$ cat config.mk
export PLATFORM = sky130hd
export DESIGN_NAME = lpht_hash
export DESIGN_NICKNAME = d
export VERILOG_FILES = /design/src/assert_macros.svh /design/src/lpht_pkg.sv /design/src/lpht_hash.sv
export SDC_FILE = /design/constraint.sdc
export NUM_CORES = 1
export LEC_CHECK = 0
export BUFFER_PORTS_ARGS = -buffer_cell sky130_fd_sc_hd__buf_2
export CELL_PAD_IN_SITES_DETAIL_PLACEMENT = 1
export CELL_PAD_IN_SITES_GLOBAL_PLACEMENT = 1
export CORE_UTILIZATION = 49
export CTS_CLUSTER_SIZE = 28
export DETAILED_ROUTE_END_ITERATION = 6
export PLACE_DENSITY_LB_ADDON = 0.1
export SYNTH_ARGS = -nofsm -noshare
export SYNTH_HDL_FRONTEND = slang
export SYNTH_SLANG_ARGS = --single-unit
$ cat constraint.sdc
create_clock -name clk -period 9.95 [get_ports clk]
set_clock_uncertainty 0.2 [all_clocks]
set_input_delay 1.99 -clock clk [delete_from_list [all_inputs] [get_ports clk]]
set_output_delay 1.99 -clock clk [all_outputs]
set_load 0.02 [all_outputs]
$ cat src/assert_macros.svh
// Assertion macros shared by the hash table RTL.
// Included by files that carry concurrent checks; no other dependencies.
`ifndef ASSERT_MACROS_SVH
`define ASSERT_MACROS_SVH

// Same-cycle implication, disabled during reset.
`define LPHT_ASSERT_IMP(label, clk, rst, ante, cons) \
  label: assert property (@(posedge clk) disable iff (rst) (ante) |-> (cons)) \
    else $error("lpht check failed");

// Next-cycle implication, disabled during reset.
`define LPHT_ASSERT_NXT(label, clk, rst, ante, cons) \
  label: assert property (@(posedge clk) disable iff (rst) (ante) |=> (cons)) \
    else $error("lpht check failed");

`endif

$ cat src/lpht_pkg.sv
// Shared types and constants for the linear probing hash table.
// No dependencies; used by the interfaces, the hash unit and the top level.
`default_nettype none

package lpht_pkg;

  localparam int OP_W          = 2;
  localparam int KEY_PORT_W    = 64;
  localparam int VALUE_PORT_W  = 32;
  localparam int STATUS_W      = 3;
  localparam int SLOT_PORT_W   = 6;
  localparam int COUNT_PORT_W  = 7;
  localparam int CFG_W         = 7;

  localparam logic [CFG_W-1:0] MAX_ENTRIES_RESET = 7'd44;

  // djb2: h = h * 33 + byte, seeded with 5381.
  localparam int DJB2_SEED  = 5381;
  localparam int DJB2_SHIFT = 5;

  typedef enum logic [OP_W-1:0] {
    OP_INSERT = 2'd0,
    OP_REMOVE = 2'd1,
    OP_LOOKUP = 2'd2
  } op_t;

  typedef enum logic [STATUS_W-1:0] {
    ST_NEW      = 3'd0,
    ST_REPLACED = 3'd1,
    ST_FOUND    = 3'd2,
    ST_NOTFOUND = 3'd3,
    ST_FULL     = 3'd4
  } status_t;

endpackage

`default_nettype wire

$ cat src/lpht_hash.sv
// Iterative djb2 hash unit: one key byte per step, remainder kept modulo SLOTS.
// Also produces the normalized key. Depends on lpht_pkg.
`default_nettype none

module lpht_hash import lpht_pkg::*; #(
  parameter int SLOTS     = 64,
  parameter int KEY_BYTES = 8
) (
  input  logic                         clk,
  input  logic                         rst,
  input  logic                         start,
  input  logic [KEY_PORT_W-1:0]        key,
  output logic                         done,
  output logic [$clog2(SLOTS)-1:0]     slot,
  output logic [8*KEY_BYTES-1:0]       key_norm
);

  localparam int SW  = $clog2(SLOTS);
  localparam int BW  = $clog2(KEY_BYTES + 1);
  localparam int KW  = 8 * KEY_BYTES;
  localparam int XW  = $clog2(33 * SLOTS + 256);
  localparam int MW  = 31;
  localparam int PW  = XW + MW;
  localparam int QW  = XW;
  localparam logic [MW-1:0] RECIP    = MW'((64'd1 << 32) / SLOTS);
  localparam logic [SW-1:0] SEED_REM = SW'(DJB2_SEED % SLOTS);
  localparam bit POW2 = ((SLOTS & (SLOTS - 1)) == 0);

  typedef enum logic [3:0] {
    H_IDLE = 4'b0001,
    H_ADD  = 4'b0010,
    H_MUL  = 4'b0100,
    H_RED  = 4'b1000
  } hphase_t;

  hphase_t               phase;
  logic [KEY_PORT_W-1:0] kshift;
  logic [KEY_PORT_W-1:0] key_raw;
  logic [BW-1:0]         bidx;
  logic [SW-1:0]         rem;
  logic [XW-1:0]         x;
  logic [QW-1:0]         q;

  logic [7:0]            byte_cur;
  logic                  hit_end;
  logic [XW-1:0]         x_next;
  logic [PW-1:0]         prod;
  logic [XW-1:0]         qs;
  logic [XW-1:0]         t;
  logic [XW-1:0]         t_red;
  logic [KEY_PORT_W-1:0] keep;
  logic [KEY_PORT_W-1:0] masked;

  always_comb begin
    byte_cur = kshift[KEY_PORT_W-1 -: 8];
    hit_end  = (bidx == BW'(KEY_BYTES)) || (byte_cur == 8'd0);
    x_next   = (XW'(rem) << DJB2_SHIFT) + XW'(rem) + XW'(byte_cur);
    prod     = PW'(x) * PW'(RECIP);
    qs       = XW'(q * SLOTS);
    t        = x - qs;
    t_red    = (t >= XW'(SLOTS)) ? t - XW'(SLOTS) : t;
    // Bytes from the first zero byte on are not part of the key.
    keep     = ~({KEY_PORT_W{1'b1}} >> {bidx, 3'b000});
    masked   = key_raw & keep;
  end

  always_ff @(posedge clk) begin
    if (rst) begin
      phase <= H_IDLE;
      done  <= 1'b0;
    end else begin
      done <= 1'b0;
      unique case (phase)
        H_IDLE: begin
          if (start) begin
            kshift  <= key;
            key_raw <= key;
            bidx    <= '0;
            rem     <= SEED_REM;
            phase   <= H_ADD;
          end
        end
        H_ADD: begin
          if (hit_end) begin
            key_norm <= masked[KEY_PORT_W-1 -: KW];
            done     <= 1'b1;
            phase    <= H_IDLE;
          end else begin
            kshift <= kshift << 8;
            bidx   <= bidx + 1'b1;
            if (POW2) begin
              rem <= SW'(x_next);
            end else begin
              x     <= x_next;
              phase <= H_MUL;
            end
          end
        end
        H_MUL: begin
          // Reciprocal estimate of the quotient; low by at most one.
          q     <= QW'(prod >> 32);
          phase <= H_RED;
        end
        H_RED: begin
          rem   <= SW'(t_red);
          phase <= H_ADD;
        end
        default: phase <= H_IDLE;
      endcase
    end
  end

  assign slot = rem;

endmodule

`default_nettype wire

==> run metrics <==
status completed; Reg clk slew, reported paths roughly 0.06 ns; Starting Density 0.509; Mapped Avg Cell Area 15.0 um2; DRC violations left 0; port bufs roughly 140; cells along the critical path buf_2 -> and4bb_4 -> a21o_4; Num Clock Sinks between 200 and 250; cell taking the most area after synthesis edfxtp_1; Top-Level Pins approximately 140; RSZ-0062 raised after global routing no; Synth Warn # 0; number of synthesized flops with an enable pin ~200; worst-path fanout max between 70 and 80; core area 15400 um2; syn nets slightly above 600; Tot Pwr 0.00184 W; Max Clk Rate about 0.25 GHz; worst path bufs/invs 1; beginning of the critical path rst; peak supply drop 0.000114 V; Clock Tree Buf Depth 3; Netlist Area Pre-Place around 8000 um2; Synth top area share 0.773; Tightest Hold Check Type reg -> reg; share of layout cells above drive strength 1 0.266; Hold-fix buffers, CTS 0; cell row count 45; hold_sp kshift[5]$_SDFFCE_PP0P_; die height 129 um; element type at the critical path end register; PostCTS Resize Cnt 0; Starting DRT DRC Count 237; Clock Tree Root clkbuf_16; HPWL Detailed around 11000 um; most common cell in the netlist edfxtp_1; Post-Route WL 16800 um; Avg WL per Cell 18.7 um; Slew HR 0.269; fraction of the cycle the final worst path needs 0.410; Final ANT Viol Nets 0; pins over their slew limit 0; gr ovfl total 0; number of global-route vias before repair approximately 4700; Layout area overhead 19.8%; Final Hold Fails 0; Vias per Instance just under 5; sequential fraction of the synthesis area 0.781; GP Congestion 0.738; DRT Pass-1 Iters 4; Slowest-stage cell, CP and4bb_4; Num CTS Buffers 22; worst hold slack slightly above 0.3 ns; final setup fails 0; Distinct cells, synth 28; Multi-input gate area 1620 um2; reg-to-reg startpoint phase[0]$_SDFFE_PP1P_; Setup TNS Final 0 ns; post-CTS setup buffer count 0; fin util 0.609; CTS tree yes; largest net degree at the start of global routing 75; Crit path arrival time 3.98 ns; Mapped Cells about 520; delay-heaviest family, CP simple AND/OR/NAND/NOR gates; clock latency on the worst-skew pair 0.49 ns; CP peak stage delay 1.01 ns; first-pass GRT wire length ~26000 um; top post-synthesis cells by count edfxtp_1 (202), nand2_1 (169), nor2b_1 (57), and2_1 (18), buf_2 (13); GRT Util Overall 0.210; initial antenna violation count 0; die width 129 um; critical path type in -> reg; synth top area cells edfxtp_1 (77%), nand2_1 (8.1%), nor2b_1 (4.5%), ha_1 (1.9%), and2_1 (1.4%); Leak Pwr 3.64 nW; fill cell count 1529; Data required, critical path 9.85 ns; Max-Cap Viols 0; Synth async-reset ratio 0; H-tree depth 1; P per Cell Area 196 nW/um2; area of the die 16500 um2; Final nets 751; worst slew pin tran 1.10 ns; min Tclk post-route 4.08 ns; Reg area roughly 6100 um2; Top FF cell, synth edfxtp_1; Antenna Cells 0; vias post-DR 4451; #FFs+latches synth 205; startpoint types primary input
worst reg2reg max path, cell delays in order, from the launching register on:
cell and delay (ns):
dfxtp_1 0.40, and4bb_4 0.94, a21o_4 0.79
final cells by class:
cell class	instances	area share
well taps	211	0.0281
multi-input cells	297	0.172
clock buffers	32	0.0648
clock inverters	5	0.00506
repair buffers	141	0.0762
flip-flops and latches	205	0.652
inverters	4	0.00160
logic make-up (layout without fill, tap and decap cells):
group,Yosys count,count (layout),synth area share
xor+xnor,6,6,0.00670
compound gates,11,11,0.0112
fa+ha+maj,13,13,0.0217
simple gates,265,265,0.161
mux,2,2,0.00255
buf+inv,22,182,0.0159
flops,205,205,0.781
routing by layer:
metal,global-route usage,share of wire,wire length [um]
met1,0.290,0.46,7630
met3,0.0316,0.041,685
met5,0,0,0
met4,0.0540,0.017,289
met2,0.351,0.49,8160
path summary, 6_finish.rpt:
kind	end	slack, ns	depth (start not counted)
worst max register to register	kshift[28]$_DFFE_PP_	7.16	2
worst min register to register	kshift[13]$_DFFE_PP_	0.31	2
worst min-delay path	kshift[13]$_DFFE_PP_	0.31	2
worst max-delay path	kshift[28]$_DFFE_PP_	5.87	3
placed cells by master (no fill, tap or decap):
cell type,instances
edfxtp_1,202
nand2_1,169
buf_2,137
nor2b_1,56
clkbuf_16,23
and2_1,18
ha_1,12
clkbuf_1,9
nor2_1,5
buf_4,4
nor3_4,3
inv_1,3
a21oi_2,3
nand2b_1,3
a21o_1,3
a21oi_1,3
xnor2_1,3
nand3_1,3
xor2_1,3
dfxtp_1,3
mux2i_1,2
clkinv_2,2
clkinv_1,2
nor2_4,1
nor2b_4,1
nand2b_2,1
inv_2,1
nor4_1,1
nor4_2,1
a32oi_2,1
nor3_2,1
and4bb_4,1
a21o_4,1
nor3_1,1
fa_1,1
bufinv_16,1
power by group:
| group | switching [W] | leakage, nW | internal [W] | total (W) |
|---|---|---|---|---|
| sequential | 0.0000124 | 1.88 | 0.000987 | 0.00100 |
| clock | 0.000303 | 0.319 | 0.000448 | 0.000751 |
| combinational | 0.0000588 | 1.44 | 0.0000332 | 0.0000920 |
registers in the layout (all words and copies together) (netlist names):
| signal | cells |
|---|---|
| key_raw | 64 |
| done | 1 |
| bidx | 4 |
| slot | 6 |
| kshift | 64 |
| key_norm | 64 |
| phase | 2 |
per-stage QoR:
step,worst slack (ns),area [um2],instances
final,5.87,9400,895
after global routing,5.69,9400,895
after CTS,5.80,9400,895
after detailed placement,5.30,8740,858
after global placement,5.38,8740,858
after floorplan,2.73,7850,524
Note: power is estimated with default switching activity, not from simulation.
